===== src/sv/i2c_register_access_master_macros.svh =====
// Assertion macros shared by the I2C register access master.
`ifndef I2C_REGISTER_ACCESS_MASTER_MACROS_SVH
`define I2C_REGISTER_ACCESS_MASTER_MACROS_SVH

// Same-cycle implication, sampled on clk, off while rst_n is low.
`define I2CM_ASSERT_SAME(lbl, ante, cons) \
  lbl: assert property (@(posedge clk) disable iff (!rst_n) (ante) |-> (cons)) \
    else $error("i2cm assertion failed (same cycle)");

// Next-cycle implication, sampled on clk, off while rst_n is low.
`define I2CM_ASSERT_NEXT(lbl, ante, cons) \
  lbl: assert property (@(posedge clk) disable iff (!rst_n) (ante) |=> (cons)) \
    else $error("i2cm assertion failed (next cycle)");

`endif


===== src/sv/i2cm_pkg.sv =====
// Types and constants of the I2C register access master.
package i2cm_pkg;

  typedef enum logic [3:0] {
    PH_IDLE = 4'd0,
    PH_ST_A = 4'd1,
    PH_ST_B = 4'd2,
    PH_SEND = 4'd3,
    PH_RS_A = 4'd4,
    PH_RS_B = 4'd5,
    PH_RS_C = 4'd6,
    PH_RECV = 4'd7,
    PH_NACK = 4'd8,
    PH_SP_A = 4'd9,
    PH_SP_B = 4'd10,
    PH_SP_C = 4'd11
  } phase_t;

  typedef logic [1:0] req_t;
  localparam req_t REQ_TICK  = 2'd0;
  localparam req_t REQ_WRITE = 2'd1;
  localparam req_t REQ_READ  = 2'd2;

  typedef logic [1:0] stage_t;
  localparam stage_t STAGE_DEV_W = 2'd0;
  localparam stage_t STAGE_REG   = 2'd1;
  localparam stage_t STAGE_DATA  = 2'd2;
  localparam stage_t STAGE_DEV_R = 2'd3;

  typedef logic [1:0] cfg_idx_t;
  localparam cfg_idx_t CFG_DEV_ADDR = 2'd0;
  localparam cfg_idx_t CFG_HALF     = 2'd1;
  localparam cfg_idx_t CFG_TIMEOUT  = 2'd2;

  localparam logic [6:0] DEV_ADDR_RST = 7'd104;
  localparam logic [7:0] HALF_RST     = 8'd2;
  localparam logic [7:0] TIMEOUT_RST  = 8'd250;
  localparam logic [3:0] BITS_PER_BYTE = 4'd8;

endpackage


===== src/sv/i2cm_if.sv =====
// Request, result and configuration channel interfaces of the I2C master.
interface i2cm_in_if;
  logic       valid;
  logic       ready;
  logic [1:0] req_type;
  logic [7:0] reg_addr;
  logic [7:0] write_data;
  logic       sda_in;
  modport source (output valid, output req_type, output reg_addr, output write_data,
                  output sda_in, input ready);
  modport sink (input valid, input req_type, input reg_addr, input write_data,
                input sda_in, output ready);
endinterface

interface i2cm_out_if;
  logic       valid;
  logic       ready;
  logic       scl;
  logic       sda_low;
  logic       busy_res;
  logic       done_res;
  logic [7:0] read_data;
  logic       ack_error;
  modport source (output valid, output scl, output sda_low, output busy_res,
                  output done_res, output read_data, output ack_error, input ready);
  modport sink (input valid, input scl, input sda_low, input busy_res,
                input done_res, input read_data, input ack_error, output ready);
endinterface

interface i2cm_cfg_if;
  logic       valid;
  logic       ready;
  logic [1:0] reg_index;
  logic [7:0] wdata;
  modport source (output valid, output reg_index, output wdata, input ready);
  modport sink (input valid, input reg_index, input wdata, output ready);
endinterface


===== src/sv/i2c_register_access_master.sv =====
// Top level of the I2C register access master: tick sequencer and result register.
//
//   channel  direction  carries
//   in_ch    sink       one tick: req_type, reg_addr, write_data, sda_in
//   out_ch   source     one result per tick: scl, sda_low, busy, done, read_data, ack_error
//   cfg_ch   sink       register writes: reg_index, wdata
//
// One request per clock while in_ch.ready is high; its result is registered and valid on the next cycle.
// The tick sequencer state advances only when a request is accepted.
// in_ch.ready drops only while a result waits and out_ch.ready is low.
// Synchronous active-low reset restores the idle bus and default registers.
`include "i2c_register_access_master_macros.svh"

module i2c_register_access_master (
  input  logic clk,
  input  logic rst_n,
  i2cm_in_if.sink    in_ch,
  i2cm_out_if.source out_ch,
  i2cm_cfg_if.sink   cfg_ch
);

  logic [6:0] dev_addr_r;
  logic [7:0] half_r, timeout_r;

  i2cm_pkg::phase_t phase_r, phase_nxt, ph_eff;
  logic [3:0] bit_count_r, bit_count_nxt;
  logic [7:0] shift_r, shift_nxt;
  logic [7:0] tick_r, tick_nxt, tick_eff, tick_inc;
  logic [7:0] wait_r, wait_nxt;
  logic       is_read_r, is_read_nxt;
  logic [7:0] held_addr_r, held_addr_nxt;
  logic [7:0] held_data_r, held_data_nxt;
  logic [7:0] recv_r, recv_nxt;
  logic       err_r, err_nxt;
  i2cm_pkg::stage_t stage_r, stage_nxt;
  logic       hh_r, hh_nxt;

  logic       out_valid_r;
  logic       scl_r, sdl_r, busy_r, done_r, ack_err_r;
  logic [7:0] rdata_r;
  logic       scl_c, sdl_c, busy_c, done_c;

  logic       in_acc, start_req, seg_end;
  logic [7:0] half_eff;

  assign in_ch.ready  = !out_valid_r || out_ch.ready;
  assign in_acc       = in_ch.valid && in_ch.ready;
  assign cfg_ch.ready = 1'b1;

  assign half_eff  = (half_r == 8'd0) ? 8'd1 : half_r;
  assign start_req = (phase_r == i2cm_pkg::PH_IDLE) &&
                     ((in_ch.req_type == i2cm_pkg::REQ_WRITE) ||
                      (in_ch.req_type == i2cm_pkg::REQ_READ));
  assign ph_eff    = start_req ? i2cm_pkg::PH_ST_A : phase_r;
  assign tick_eff  = start_req ? 8'd0 : tick_r;
  assign tick_inc  = tick_eff + 8'd1;
  assign seg_end   = ({1'b0, tick_eff} + 9'd1) >= {1'b0, half_eff};

  always_comb begin
    phase_nxt     = ph_eff;
    bit_count_nxt = bit_count_r;
    shift_nxt     = shift_r;
    tick_nxt      = tick_eff;
    wait_nxt      = wait_r;
    is_read_nxt   = start_req ? (in_ch.req_type == i2cm_pkg::REQ_READ) : is_read_r;
    held_addr_nxt = start_req ? in_ch.reg_addr : held_addr_r;
    held_data_nxt = start_req ? in_ch.write_data : held_data_r;
    recv_nxt      = recv_r;
    err_nxt       = start_req ? 1'b0 : err_r;
    stage_nxt     = stage_r;
    hh_nxt        = hh_r;
    scl_c  = 1'b1;
    sdl_c  = 1'b0;
    busy_c = 1'b1;
    done_c = 1'b0;
    unique case (ph_eff)
      i2cm_pkg::PH_IDLE: begin
        busy_c = 1'b0;
      end
      i2cm_pkg::PH_ST_A: begin
        if (seg_end) begin
          phase_nxt = i2cm_pkg::PH_ST_B;
          tick_nxt  = 8'd0;
        end else tick_nxt = tick_inc;
      end
      i2cm_pkg::PH_ST_B: begin
        sdl_c = 1'b1;
        if (seg_end) begin
          stage_nxt     = i2cm_pkg::STAGE_DEV_W;
          shift_nxt     = {dev_addr_r, 1'b0};
          phase_nxt     = i2cm_pkg::PH_SEND;
          bit_count_nxt = 4'd0;
          hh_nxt        = 1'b0;
          tick_nxt      = 8'd0;
        end else tick_nxt = tick_inc;
      end
      i2cm_pkg::PH_SEND: begin
        scl_c = hh_r;
        if (bit_count_r < i2cm_pkg::BITS_PER_BYTE) begin
          sdl_c = !shift_r[7];
          if (!seg_end) tick_nxt = tick_inc;
          else begin
            tick_nxt = 8'd0;
            if (!hh_r) hh_nxt = 1'b1;
            else begin
              hh_nxt        = 1'b0;
              shift_nxt     = {shift_r[6:0], 1'b0};
              bit_count_nxt = bit_count_r + 4'd1;
            end
          end
        end else if (!hh_r) begin
          if (seg_end) begin
            tick_nxt = 8'd0;
            hh_nxt   = 1'b1;
            wait_nxt = 8'd0;
          end else tick_nxt = tick_inc;
        end else if (in_ch.sda_in) begin
          if (wait_r >= timeout_r) begin
            err_nxt   = 1'b1;
            phase_nxt = i2cm_pkg::PH_SP_A;
            tick_nxt  = 8'd0;
          end else begin
            wait_nxt = wait_r + 8'd1;
            if (tick_eff != 8'hFF) tick_nxt = tick_inc;
          end
        end else if (!seg_end) begin
          tick_nxt = tick_inc;
        end else begin
          tick_nxt = 8'd0;
          unique case (stage_r)
            i2cm_pkg::STAGE_DEV_W: begin
              stage_nxt     = i2cm_pkg::STAGE_REG;
              shift_nxt     = held_addr_r;
              bit_count_nxt = 4'd0;
              hh_nxt        = 1'b0;
            end
            i2cm_pkg::STAGE_REG: begin
              if (is_read_r) phase_nxt = i2cm_pkg::PH_RS_A;
              else begin
                stage_nxt     = i2cm_pkg::STAGE_DATA;
                shift_nxt     = held_data_r;
                bit_count_nxt = 4'd0;
                hh_nxt        = 1'b0;
              end
            end
            i2cm_pkg::STAGE_DATA: begin
              phase_nxt = i2cm_pkg::PH_SP_A;
            end
            default: begin
              phase_nxt     = i2cm_pkg::PH_RECV;
              bit_count_nxt = 4'd0;
              hh_nxt        = 1'b0;
              shift_nxt     = 8'd0;
            end
          endcase
        end
      end
      i2cm_pkg::PH_RS_A: begin
        scl_c = 1'b0;
        if (seg_end) begin
          phase_nxt = i2cm_pkg::PH_RS_B;
          tick_nxt  = 8'd0;
        end else tick_nxt = tick_inc;
      end
      i2cm_pkg::PH_RS_B: begin
        if (seg_end) begin
          phase_nxt = i2cm_pkg::PH_RS_C;
          tick_nxt  = 8'd0;
        end else tick_nxt = tick_inc;
      end
      i2cm_pkg::PH_RS_C: begin
        sdl_c = 1'b1;
        if (seg_end) begin
          stage_nxt     = i2cm_pkg::STAGE_DEV_R;
          shift_nxt     = {dev_addr_r, 1'b1};
          phase_nxt     = i2cm_pkg::PH_SEND;
          bit_count_nxt = 4'd0;
          hh_nxt        = 1'b0;
          tick_nxt      = 8'd0;
        end else tick_nxt = tick_inc;
      end
      i2cm_pkg::PH_RECV: begin
        scl_c = hh_r;
        if (!seg_end) tick_nxt = tick_inc;
        else begin
          tick_nxt = 8'd0;
          if (!hh_r) hh_nxt = 1'b1;
          else begin
            hh_nxt        = 1'b0;
            shift_nxt     = {shift_r[6:0], in_ch.sda_in};
            bit_count_nxt = bit_count_r + 4'd1;
            if ((bit_count_r + 4'd1) >= i2cm_pkg::BITS_PER_BYTE)
              phase_nxt = i2cm_pkg::PH_NACK;
          end
        end
      end
      i2cm_pkg::PH_NACK: begin
        scl_c = hh_r;
        if (!seg_end) tick_nxt = tick_inc;
        else begin
          tick_nxt = 8'd0;
          if (!hh_r) hh_nxt = 1'b1;
          else begin
            hh_nxt    = 1'b0;
            phase_nxt = i2cm_pkg::PH_SP_A;
          end
        end
      end
      i2cm_pkg::PH_SP_A: begin
        scl_c = 1'b0;
        sdl_c = 1'b1;
        if (seg_end) begin
          phase_nxt = i2cm_pkg::PH_SP_B;
          tick_nxt  = 8'd0;
        end else tick_nxt = tick_inc;
      end
      i2cm_pkg::PH_SP_B: begin
        sdl_c = 1'b1;
        if (seg_end) begin
          phase_nxt = i2cm_pkg::PH_SP_C;
          tick_nxt  = 8'd0;
        end else tick_nxt = tick_inc;
      end
      default: begin
        if (seg_end) begin
          done_c = 1'b1;
          if (is_read_r && !err_r) recv_nxt = shift_r;
          phase_nxt     = i2cm_pkg::PH_IDLE;
          tick_nxt      = 8'd0;
          bit_count_nxt = 4'd0;
          hh_nxt        = 1'b0;
        end else tick_nxt = tick_inc;
      end
    endcase
  end

  always_ff @(posedge clk) begin
    if (!rst_n) begin
      dev_addr_r <= i2cm_pkg::DEV_ADDR_RST;
      half_r     <= i2cm_pkg::HALF_RST;
      timeout_r  <= i2cm_pkg::TIMEOUT_RST;
    end else if (cfg_ch.valid) begin
      unique case (cfg_ch.reg_index)
        i2cm_pkg::CFG_DEV_ADDR: dev_addr_r <= cfg_ch.wdata[6:0];
        i2cm_pkg::CFG_HALF:     half_r     <= cfg_ch.wdata;
        i2cm_pkg::CFG_TIMEOUT:  timeout_r  <= cfg_ch.wdata;
        default: ;
      endcase
    end
  end

  always_ff @(posedge clk) begin
    if (!rst_n) begin
      phase_r     <= i2cm_pkg::PH_IDLE;
      bit_count_r <= 4'd0;
      shift_r     <= 8'd0;
      tick_r      <= 8'd0;
      wait_r      <= 8'd0;
      is_read_r   <= 1'b0;
      held_addr_r <= 8'd0;
      held_data_r <= 8'd0;
      recv_r      <= 8'd0;
      err_r       <= 1'b0;
      stage_r     <= i2cm_pkg::STAGE_DEV_W;
      hh_r        <= 1'b0;
    end else if (in_acc) begin
      phase_r     <= phase_nxt;
      bit_count_r <= bit_count_nxt;
      shift_r     <= shift_nxt;
      tick_r      <= tick_nxt;
      wait_r      <= wait_nxt;
      is_read_r   <= is_read_nxt;
      held_addr_r <= held_addr_nxt;
      held_data_r <= held_data_nxt;
      recv_r      <= recv_nxt;
      err_r       <= err_nxt;
      stage_r     <= stage_nxt;
      hh_r        <= hh_nxt;
    end
  end

  always_ff @(posedge clk) begin
    if (!rst_n) begin
      out_valid_r <= 1'b0;
    end else if (in_acc) begin
      out_valid_r <= 1'b1;
    end else if (out_ch.ready) begin
      out_valid_r <= 1'b0;
    end
  end

  always_ff @(posedge clk) begin
    if (in_acc) begin
      scl_r     <= scl_c;
      sdl_r     <= sdl_c;
      busy_r    <= busy_c;
      done_r    <= done_c;
      rdata_r   <= recv_nxt;
      ack_err_r <= err_nxt;
    end
  end

  assign out_ch.valid     = out_valid_r;
  assign out_ch.scl       = scl_r;
  assign out_ch.sda_low   = sdl_r;
  assign out_ch.busy_res  = busy_r;
  assign out_ch.done_res  = done_r;
  assign out_ch.read_data = rdata_r;
  assign out_ch.ack_error = ack_err_r;

  `I2CM_ASSERT_SAME(a_idle_clean, phase_r == i2cm_pkg::PH_IDLE, bit_count_r == 4'd0 && !hh_r)
  `I2CM_ASSERT_SAME(a_bits_bounded, 1'b1, bit_count_r <= i2cm_pkg::BITS_PER_BYTE)
  `I2CM_ASSERT_NEXT(a_req_starts, in_acc && start_req, phase_r == i2cm_pkg::PH_ST_A || phase_r == i2cm_pkg::PH_ST_B)
  `I2CM_ASSERT_SAME(a_done_busy, out_valid_r && done_r, busy_r)

endmodule


===== src/flat_wrapper.sv =====
// flat-port wrapper written by rule: the top's interface ports become plain ports
module i2c_register_access_master_flat 
  (clk, rst_n, in_ch_valid, in_ch_req_type, in_ch_reg_addr, in_ch_write_data, in_ch_sda_in, in_ch_ready, out_ch_valid, out_ch_scl, out_ch_sda_low, out_ch_busy_res, out_ch_done_res, out_ch_read_data, out_ch_ack_error, out_ch_ready, cfg_ch_valid, cfg_ch_reg_index, cfg_ch_wdata, cfg_ch_ready);
  i2cm_in_if in_ch_i ();
  i2cm_out_if out_ch_i ();
  i2cm_cfg_if cfg_ch_i ();
  input  logic clk;
  input  logic rst_n;
  input wire logic [$bits(in_ch_i.valid)-1:0] in_ch_valid;
  input wire logic [$bits(in_ch_i.req_type)-1:0] in_ch_req_type;
  input wire logic [$bits(in_ch_i.reg_addr)-1:0] in_ch_reg_addr;
  input wire logic [$bits(in_ch_i.write_data)-1:0] in_ch_write_data;
  input wire logic [$bits(in_ch_i.sda_in)-1:0] in_ch_sda_in;
  output wire logic [$bits(in_ch_i.ready)-1:0] in_ch_ready;
  output wire logic [$bits(out_ch_i.valid)-1:0] out_ch_valid;
  output wire logic [$bits(out_ch_i.scl)-1:0] out_ch_scl;
  output wire logic [$bits(out_ch_i.sda_low)-1:0] out_ch_sda_low;
  output wire logic [$bits(out_ch_i.busy_res)-1:0] out_ch_busy_res;
  output wire logic [$bits(out_ch_i.done_res)-1:0] out_ch_done_res;
  output wire logic [$bits(out_ch_i.read_data)-1:0] out_ch_read_data;
  output wire logic [$bits(out_ch_i.ack_error)-1:0] out_ch_ack_error;
  input wire logic [$bits(out_ch_i.ready)-1:0] out_ch_ready;
  input wire logic [$bits(cfg_ch_i.valid)-1:0] cfg_ch_valid;
  input wire logic [$bits(cfg_ch_i.reg_index)-1:0] cfg_ch_reg_index;
  input wire logic [$bits(cfg_ch_i.wdata)-1:0] cfg_ch_wdata;
  output wire logic [$bits(cfg_ch_i.ready)-1:0] cfg_ch_ready;
  assign in_ch_i.valid = in_ch_valid;
  assign in_ch_i.req_type = in_ch_req_type;
  assign in_ch_i.reg_addr = in_ch_reg_addr;
  assign in_ch_i.write_data = in_ch_write_data;
  assign in_ch_i.sda_in = in_ch_sda_in;
  assign in_ch_ready = in_ch_i.ready;
  assign out_ch_valid = out_ch_i.valid;
  assign out_ch_scl = out_ch_i.scl;
  assign out_ch_sda_low = out_ch_i.sda_low;
  assign out_ch_busy_res = out_ch_i.busy_res;
  assign out_ch_done_res = out_ch_i.done_res;
  assign out_ch_read_data = out_ch_i.read_data;
  assign out_ch_ack_error = out_ch_i.ack_error;
  assign out_ch_i.ready = out_ch_ready;
  assign cfg_ch_i.valid = cfg_ch_valid;
  assign cfg_ch_i.reg_index = cfg_ch_reg_index;
  assign cfg_ch_i.wdata = cfg_ch_wdata;
  assign cfg_ch_ready = cfg_ch_i.ready;
  i2c_register_access_master u_core (.clk(clk), .rst_n(rst_n), .in_ch(in_ch_i), .out_ch(out_ch_i), .cfg_ch(cfg_ch_i));
endmodule

===== config.mk =====
export PLATFORM = sky130hd
export DESIGN_NAME = i2c_register_access_master_flat
export DESIGN_NICKNAME = d
export VERILOG_FILES = /design/src/sv/i2cm_pkg.sv /design/src/sv/i2cm_if.sv /design/src/sv/i2c_register_access_master.sv /design/src/flat_wrapper.sv
export VERILOG_INCLUDE_DIRS = /design/src /design/src/sv
export SDC_FILE = /design/constraint.sdc
export NUM_CORES = 1
export LEC_CHECK = 0
export BUFFER_PORTS_ARGS = -buffer_cell sky130_fd_sc_hd__buf_4
export CORE_ASPECT_RATIO = 0.5
export CORE_MARGIN = 2
export CORE_UTILIZATION = 60
export DETAILED_ROUTE_END_ITERATION = 6
export PLACE_DENSITY = 0.91
export SLEW_MARGIN = 10
export SYNTH_ARGS = -nofsm -noshare
export SYNTH_HDL_FRONTEND = slang
export SYNTH_SLANG_ARGS = --single-unit

===== constraint.sdc =====
create_clock -name clk -period 9.7 [get_ports clk]
set_clock_uncertainty 0.15 [all_clocks]
set_input_delay 0 -clock clk [delete_from_list [all_inputs] [get_ports clk]]
set_output_delay 0 -clock clk [all_outputs]
set_load 0.03 [all_outputs]

# Word-level counts from Yosys, hierarchy flattened
# Index checks and enable logic that the tools add are counted.
[word_totals] register_bits=98 input_bits=34 output_inout_bits=16 elab_cells=195
[classes] n_addsub=4 order_cmp=4 n_eq_ne=34 n_mux=92 bitwise=3 n_reduce_logical=36
[op_table] cell="8-bit two-way mux" n=26
[op_table] cell="4-bit two-way mux" n=27
[op_table] cell="4-bit one-hot mux with 10 select lines" n=1
[op_table] cell="8-bit one-hot mux with 4 select lines" n=1
[op_table] cell="4-bit one-hot mux with 3 select lines" n=2
[op_table] cell="8-bit one-hot mux with 3 select lines" n=1
[op_table] cell="1-bit two-way mux" n=19
[op_table] cell="8-bit by 1-bit adder with 8-bit output (second input constant)" n=2
[op_table] cell="4-bit by 3-bit == test with 1-bit output (second input constant)" n=4
[op_table] cell="8-bit one-hot mux with 2 select lines" n=1
[op_table] cell="2-bit two-way mux" n=7
[op_table] cell="4-bit == test (second input constant)" n=3
[op_table] cell="2-bit by 1-bit inequality test with 1-bit output (second input constant)" n=6
[op_table] cell="11-bit AND reduction" n=1
[op_table] cell="11-bit OR reduction" n=1
[op_table] cell="10-bit AND reduction" n=1
[op_table] cell="8-bit by 1-bit adder with 9-bit output (second input constant)" n=1
[op_table] cell="9-bit by 8-bit >= comparator with 1-bit output" n=1
[op_table] cell="3-bit nonzero test" n=3
[op_table] cell="4-bit by 2-bit == test with 1-bit output (second input constant)" n=2
[op_table] cell="8-bit >= comparator" n=1
[op_table] cell="4-bit zero test" n=2
[op_table] cell="8-bit zero test" n=1
[op_table] cell="2-bit inequality test (second input constant)" n=4
[op_table] cell="32 further kinds" n=55

# Depth between registers and ports, before layout
# Gate-level depths: netlist (run 1).
[depth] word_depth=11 depth_mapped=24 mapped_depth_nobuf=21

# Least setup slack after synthesis (run 1)
# OpenSTA, ideal clock, no wires.
[synth_path] kind="register -> register" startpoint="register u_core.phase_r[2]" endpoint="register u_core.wait_r[3]" arrival_ns=4.336 setup_slack_ns=5.059 stages_incl_launch_ff=25 synth_period_minus_slack_ns=4.641 cell_sequence="dfxtp_1 buf_6 or2_1 buf_2 or4_4 buf_6 and2_1 ha_1 and3_1 nand3_1 xor2_1 nor2_1 ha_1 a211oi_1 o211ai_1 o221ai_1 nand2_4 inv_6 ha_1 nor3_1 and3_1 clkbuf_1 nand4_1 xor2_1 nor2_1"
[synth_via] elab_chain_cells=7
[synth_rtl] element="from (decl)" line_no="i2c_register_access_master.sv:25" source="i2cm_pkg::phase_t phase_r, phase_nxt, ph_eff;"
[synth_rtl] element="from (signal assigned)" line_no="i2c_register_access_master.sv:254" source="phase_r <= i2cm_pkg::PH_IDLE;"
[synth_rtl] element="from (signal assigned)" line_no="i2c_register_access_master.sv:267" source="phase_r <= phase_nxt;"
[synth_rtl] element="4-bit zero test" line_no="i2c_register_access_master.sv:51" source="assign start_req = (phase_r == i2cm_pkg::PH_IDLE) &&"
[synth_rtl] element="1-bit logical AND" line_no="i2c_register_access_master.sv:51"
[synth_rtl] element="8-bit two-way mux" line_no="i2c_register_access_master.sv:55" source="assign tick_eff = start_req ? 8'd0 : tick_r;"
[synth_rtl] element="8-bit by 1-bit adder with 9-bit output" line_no="i2c_register_access_master.sv:57" source="assign seg_end = ({1'b0, tick_eff} + 9'd1) >= {1'b0, half_eff};"
[synth_rtl] element="9-bit by 8-bit >= comparator with 1-bit output" line_no="i2c_register_access_master.sv:57"
[synth_rtl] element="2-bit nonzero test (no source line)"
[synth_rtl] element="6-bit AND reduction (no source line) (*)"
[synth_rtl] element="to (signal assigned)" line_no="i2c_register_access_master.sv:271" source="wait_r <= wait_nxt;"
[synth_rtl] element="to (decl)" line_no="i2c_register_access_master.sv:29" source="logic [7:0] wait_r, wait_nxt;"
# Mark *: on every way between the ends. The rest lies on a longest branch, timed or not.
# A chain may end at the register's enable or synchronous reset.

# Worst setup path in the final report (run 1)
[layout_path] startpoint="register u_core.phase_r[1]" endpoint="register u_core.wait_r[7]"
# Same word-level chain as after synthesis.

==> results of run 1 <==
## power by group through the flow
stage	sequential [uW]	clock (uW)	combinational, uW
final	436	371	133
after global routing	437	385	145
after CTS	435	369	127
after detailed placement	445	0	116
after global placement	444	0	114
after floorplan	444	0	79.1
## final timing paths
check	endpoint	slack, ns	cells past startpoint
setup / recovery	u_core.wait_r[7]	4.05	20
hold / removal	u_core.is_read_r	0.03	4
hold reg to reg	u_core.recv_r[5]	0.32	2
setup reg to reg	u_core.wait_r[7]	4.05	20
## critical path, stage by stage, from the launching register on
cell and delay, ns:
dfxtp_1 0.52, or2_1 0.40, or4_4 0.52, and2_1 0.22
ha_1 0.22, and3_1 0.22, nand3_1 0.10, xor2_1 0.15
nor2_1 0.07, ha_1 0.32, a211oi_1 0.09, o211ai_1 0.09
o221ai_1 0.33, nand2_4 0.31, inv_6 0.09, ha_1 0.24
nor3_1 0.39, o2111a_1 0.33, nand4_1 0.22, or3_1 0.44
a21oi_1 0.15
## cell type report
cell class                      count  area (um^2)
Tap cell                          117          146
Sequential cell                    98         2090
Multi-Input combinational cell    466         2970
Fill cell                         597         2350
Clock inverter                      5         61.3
Inverter                           27          106
Timing Repair Buffer               81          683
Clock buffer                       11          243
## synth_stat cells (all sizes together), types with 6 or more instances
master  number
a22oi       17
clkbuf      32
a21boi      23
a21oi       26
mux2         8
dfxtp       85
buf          8
o21ai       46
and3         7
xnor2        6
nand4       10
o211ai      13
nor2b       16
nor2        39
a211oi       6
nor3        10
nand2      103
ha          25
nand3       24
inv         25
xor2         7
edfxtp      13
mux2i       25
## cells by family (layout without fill, tap and decap cells)
kind of cell	count (synthesis)	count (layout)	share of synthesized area (%)
AO/OA/AOI/OAI	160	160	19.9
XOR/XNOR	13	13	2.14
adder cells (fa/ha/maj)	25	25	5.88
buffers and inverters	67	124	5.34
flip-flops	98	98	39.3
multiplexers	33	33	6.40
other	1	1	0.0705
AND/OR/NAND/NOR	234	234	21.0
## registers in the layout, indices dropped and copies added, names as in the netlist, 2 cells and up
name                     cells
u_core.bit_count_r           4
u_core.dev_addr_r            7
u_core.half_r                8
u_core.held_addr_r           8
u_core.held_data_r           8
u_core.out_ch.read_data      8
u_core.phase_r               4
u_core.recv_r                8
u_core.shift_r               8
u_core.stage_r               2
u_core.tick_r                8
u_core.timeout_r             8
u_core.wait_r                8
## stage by stage
| step | total power, uW | utilization [%] | cell area [um^2] |
|---|---|---|---|
| after global placement | 557 | 65.7 | 5680 |
| after floorplan | 523 | - | 5320 |
| after CTS | 931 | 72.7 | 6280 |
| final | 940 | 72.9 | 6300 |
| after detailed placement | 560 | 65.7 | 5680 |
| after global routing | 966 | 72.9 | 6300 |
## routing by layer
layer	up-vias	global-route usage, %	part of all wire, %
met5	-	0	0
met4	0	14.7	4.5
met3	89	8.60	10
met2	386	54.3	45
met1	2434	44.4	40
li1	2353	-	-
==> impl_metrics.env, run 1 <==
export IMPL_status="finished, final reports clean"
export IMPL_synth_cell_types=65
export IMPL_start_util_pct=61.5
export IMPL_final_layout_size_suffix_gt1_share_pct=12.4
export IMPL_netlist_instances=631
export IMPL_cts_setup_buffers=0
export IMPL_ys_ff_latch=98
export IMPL_power_frac_clock_pct=39.4
export IMPL_cp_arrival_ns=5.77
export IMPL_clock_sinks=98
export IMPL_synth_area_leader_cell="dfxtp_1"
export IMPL_grt_ovfl_total=0
export IMPL_place_inst=759
export IMPL_vdd_drop_max_v=0.000114
export IMPL_min_path_type="input port to flip-flop"
export IMPL_hold_buffers=30
export IMPL_dpl_worst_slack_ns=4.47
export IMPL_grt_pass1_vias=5021
export IMPL_switching_share_pct=27.0
export IMPL_grt_util_all_layers_pct=34.1
export IMPL_startpoint="u_core.phase_r[1]"
export IMPL_drv_cap=0
export IMPL_crit_path_start_kind="flip-flop"
export IMPL_core_area_um2=8650
export IMPL_drtPass1Iterations=6
export IMPL_end_kind="flip-flop"
export IMPL_final_common_cell="nand2_1"
export IMPL_maxSlewHeadroom_pct=19.9
export IMPL_drtIter0Drc=879
export IMPL_route_detailed_drc=0
export IMPL_drv_slew=0
export IMPL_synth_avg_cell_area_um2=8.43
export IMPL_core_rowCount=24
export IMPL_synthArstFlopShare_pct=0
export IMPL_post_drt_via_cell_ratio=6.54
export IMPL_cts_buffers=9
export IMPL_synth_area_um2=5320
export IMPL_ant_nets=0
export IMPL_seqPwrFrac_pct=46.4
export IMPL_cts_htree_levels=3
export IMPL_vias=5262
export IMPL_fp_dieArea_um2=9680
export IMPL_insertion_delay_ns=0.35
export IMPL_synth_nets=690
export IMPL_ys_seq_area_share_pct=39.3
export IMPL_ys_warnings_count=0
export IMPL_hold_start="in_ch_req_type[1]"
export IMPL_clk_path_buf_depth=2
export IMPL_instances_no_fill=805
export IMPL_cp_data_required_time_ns=9.83
export IMPL_clock_fmax_ghz=0.177
export IMPL_syn_to_final_growth_pct=18.4
export IMPL_ctsResizeCount=0
export IMPL_hold_ws_ns=0.0289
export IMPL_powerDensity_nw_per_um2=149
export IMPL_worstPathMaxFanout=21
export IMPL_synth_edf_count=13
export IMPL_cts_tree="built"
export IMPL_clkSlewWorstSetupHoldPaths_ns=0.07
export IMPL_synth_area_leaders="dfxtp_1 32%, edfxtp_1 7.3%, nand2_1 7.2%"
export IMPL_io_pins=50
export IMPL_n_antenna_cell=0
export IMPL_die_x_um=137
export IMPL_num_nets_final=742
export IMPL_total_leakage_power_uw=0.00244
export IMPL_antenna_found_initial=0
export IMPL_netlist_area_leader_share_pct=32.0
export IMPL_final_cell_mix="102 x nand2_1, 85 x dfxtp_1, 51 x buf_4"
export IMPL_fin_crit_ns=5.65
export IMPL_grt_max_degree=89
export IMPL_rsz0062_at_grt="false"
export IMPL_pwr_share_comb_pct=14.2
export IMPL_layout_setup_ws_ns=4.05
export IMPL_io_buffers=48
export IMPL_synth_flop_cell="dfxtp_1"
export IMPL_intPower_uw=686
export IMPL_tns_ns=0
export IMPL_worst_pin_slew_ns=1.20
export IMPL_r2r_start="u_core.phase_r[1]"
export IMPL_wirelength_um=15800
export IMPL_wire_per_inst_um=19.7
export IMPL_clock_root_buffer="clkbuf_16"
export IMPL_globalplace_congestion=0.958
export IMPL_crit_type="flip-flop to flip-flop"
export IMPL_finalHoldViolations=0
export IMPL_place_hpwl_um=9580
export IMPL_switchingPower_uw=254
export IMPL_finalSetupViolCount=0
export IMPL_timing_final_crit_share_pct=58.2
export IMPL_grt_first_pass_wirelength_um=25500
export IMPL_die_y_um=70.6
Power figures use the tool's default switching activity.
==> run 2: changes to the inputs <==
CORE_UTILIZATION = 54   (was 60)
PLACE_DENSITY = 0.87   (was 0.91)
clock period = 4.85 ns   (was 9.7 ns; I/O delays follow)
==> run 2 against run 1 <==
Effect of this change: combinational power is 120% higher; wire length is 7.7% lower; clock power is 91% higher; power is 98% higher; sequential share of layout area is 0.60 points lower; via count is 1.7% lower; die area is 11% higher; sequential power is 98% higher; critical path depth is 1 higher; register-to-register slack worse by 3.8 ns.
==> impl_metrics.env, run 2 (synthesis results as in run 1) <==
export IMPL_fp_dieArea_um2=10700
export IMPL_finalSetupViolCount=0
export IMPL_drv_slew=0
export IMPL_io_pins=50
export IMPL_ant_nets=0
export IMPL_layout_setup_ws_ns=0.124
export IMPL_worst_pin_slew_ns=1.22
export IMPL_grt_ovfl_total=0
export IMPL_rrSetupSlack_ns=0.22
export IMPL_top_layer_used="met4"
export IMPL_path_buf_inv=3
export IMPL_final_common_cell="nand2_1"
export IMPL_n_antenna_cell=0
export IMPL_io_buffers=48
export IMPL_post_drt_via_cell_ratio=6.20
export IMPL_clock_root_buffer="clkbuf_16"
export IMPL_timing_final_crit_share_pct=97.4
export IMPL_wirelength_um=14600
export IMPL_insertion_delay_ns=0.35
export IMPL_vdd_drop_max_v=0.000195
export IMPL_die_x_um=144
export IMPL_min_path_type="input port to flip-flop"
export IMPL_wire_per_inst_um=17.5
export IMPL_dpl_worst_slack_ns=0.290
export IMPL_crit_path_start_kind="input port"
export IMPL_clkSlewWorstSetupHoldPaths_ns=0.07
export IMPL_globalplace_congestion=0.971
export IMPL_drtIter0Drc=774
export IMPL_clk_path_buf_depth=2
export IMPL_powerDensity_nw_per_um2=290
export IMPL_start_util_pct=56.0
export IMPL_maxSlewHeadroom_pct=18.7
export IMPL_rsz0062_at_grt="true"
export IMPL_fin_crit_ns=4.73
export IMPL_vias=5174
export IMPL_fill_cells=693
export IMPL_core_rowCount=25
export IMPL_drtPass1Iterations=5
export IMPL_critPathTopFamily="simple AND/OR/NAND/NOR gates"
export IMPL_wl_met1_um=6170
export IMPL_route_detailed_drc=0
export IMPL_met2_length_um=6790
export IMPL_cpPeakStageDelay_ns=0.58
export IMPL_core_area_um2=9510
export IMPL_place_hpwl_um=9280
export IMPL_grt_max_degree=89
export IMPL_total_leakage_power_uw=0.00249
export IMPL_hold_ws_ns=0.0354
export IMPL_worstPathMaxFanout=10
export IMPL_crit_path_frequent_cell="ha_1"
export IMPL_clock_sinks=98
export IMPL_die_y_um=74.2
export IMPL_cp_data_required_time_ns=4.98
export IMPL_antenna_found_initial=0
export IMPL_drv_cap=0
export IMPL_crit_type="input port to flip-flop"
export IMPL_final_layout_size_suffix_gt1_share_pct=13.9
export IMPL_finalHoldViolations=0
export IMPL_status="finished, final reports clean"
export IMPL_grt_util_all_layers_pct=27.7
export IMPL_cts_htree_levels=3
export IMPL_syn_to_final_growth_pct=20.6
export IMPL_cts_tree="built"
export IMPL_grt_pass1_vias=4642
export IMPL_clock_fmax_ghz=0.212
export IMPL_cp_arrival_ns=4.86
export IMPL_dr_wl_met3_um=1410
export IMPL_num_nets_final=754
export IMPL_end_kind="flip-flop"
export IMPL_slowest_stage="or4_4"
export IMPL_final_cell_mix="102 x nand2_1, 85 x dfxtp_1, 60 x buf_4"
export IMPL_cts_buffers=9
export IMPL_grt_first_pass_wirelength_um=23200
export IMPL_path_cells="dlygate4sd3_1 -> buf_4 -> ha_2 -> or4_4 -> and2_1 -> ha_1 -> and3_1 -> xnor2_1 -> nor2_1 -> ha_1 -> nand4_1 -> nor2_1 -> o221ai_2 -> nand2_4 -> inv_6 -> ha_1 -> nor3_2 -> o2111a_1 -> nand4_1 -> or3_1 -> a21oi_1"
==> run 2: final timing paths <==
path                                         from  cells after the start                   end
worst max-delay path            in_ch_req_type[1]                     21      u_core.wait_r[7]
worst min-delay path                        rst_n                      2  u_core.dev_addr_r[5]
worst max register to register  u_core.phase_r[1]                     19      u_core.wait_r[7]
worst min register to register   u_core.recv_r[4]                      2      u_core.recv_r[4]
==> run 2: worst register-to-register path: stages (launching register included) <==
cell and delay (ns):
dfxtp_1 0.31, or2_1 0.30, or4_4 0.52, and2_1 0.21
ha_1 0.22, and3_1 0.22, xnor2_1 0.14, nor2_1 0.08
ha_1 0.32, nand4_1 0.14, nor2_1 0.20, o221ai_2 0.17
nand2_4 0.11, inv_6 0.06, ha_1 0.22, nor3_2 0.20
o2111a_1 0.27, nand4_1 0.17, or3_1 0.39, a21oi_1 0.16
==> run 2: timing repair <==
item,4_1_cts,5_1_grt
hold endpoints to repair,42,0
endpoints found under the setup margin,0,13
buffers inserted,0,2
resized for setup,0,5
hold buffers,33,0
==> run 2: final cells by class <==
type	instances	area (um^2)	share of cell area (%)
Clock buffer	9	225	3.51
Inverter	27	106	1.66
Clock inverter	7	67.6	1.05
Tap cell	135	169	2.63
Timing Repair Buffer	93	781	12.2
Multi-Input combinational cell	466	2980	46.4
Sequential cell	98	2090	32.6
==> run 2: layer usage <==
layer	vias up	global-route usage, %
met1	2436	38.5
met4	0	8.63
met2	332	44.0
met5	-	0
li1	2366	-
met3	40	5.67
==> run 2: power breakdown <==
part | leakage (uW) | switching [uW] | internal (uW)
registers | 0.000816 | 14.8 | 848
clock network | 0.000142 | 348 | 362
logic | 0.00153 | 172 | 115
total | 0.00249 | 535 | 1320
==> run 2: per-stage QoR <==
stage,cells,setup TNS [ns],utilization (%),cell area (um^2),power [uW]
after CTS,833,0,67.1,6380,1840
after floorplan,631,0,-,5320,1050
after detailed placement,784,0,60.5,5750,1130
after global placement,784,0,60.5,5750,1120
final,835,0,67.5,6420,1860
after global routing,835,-0.105,67.5,6420,1920
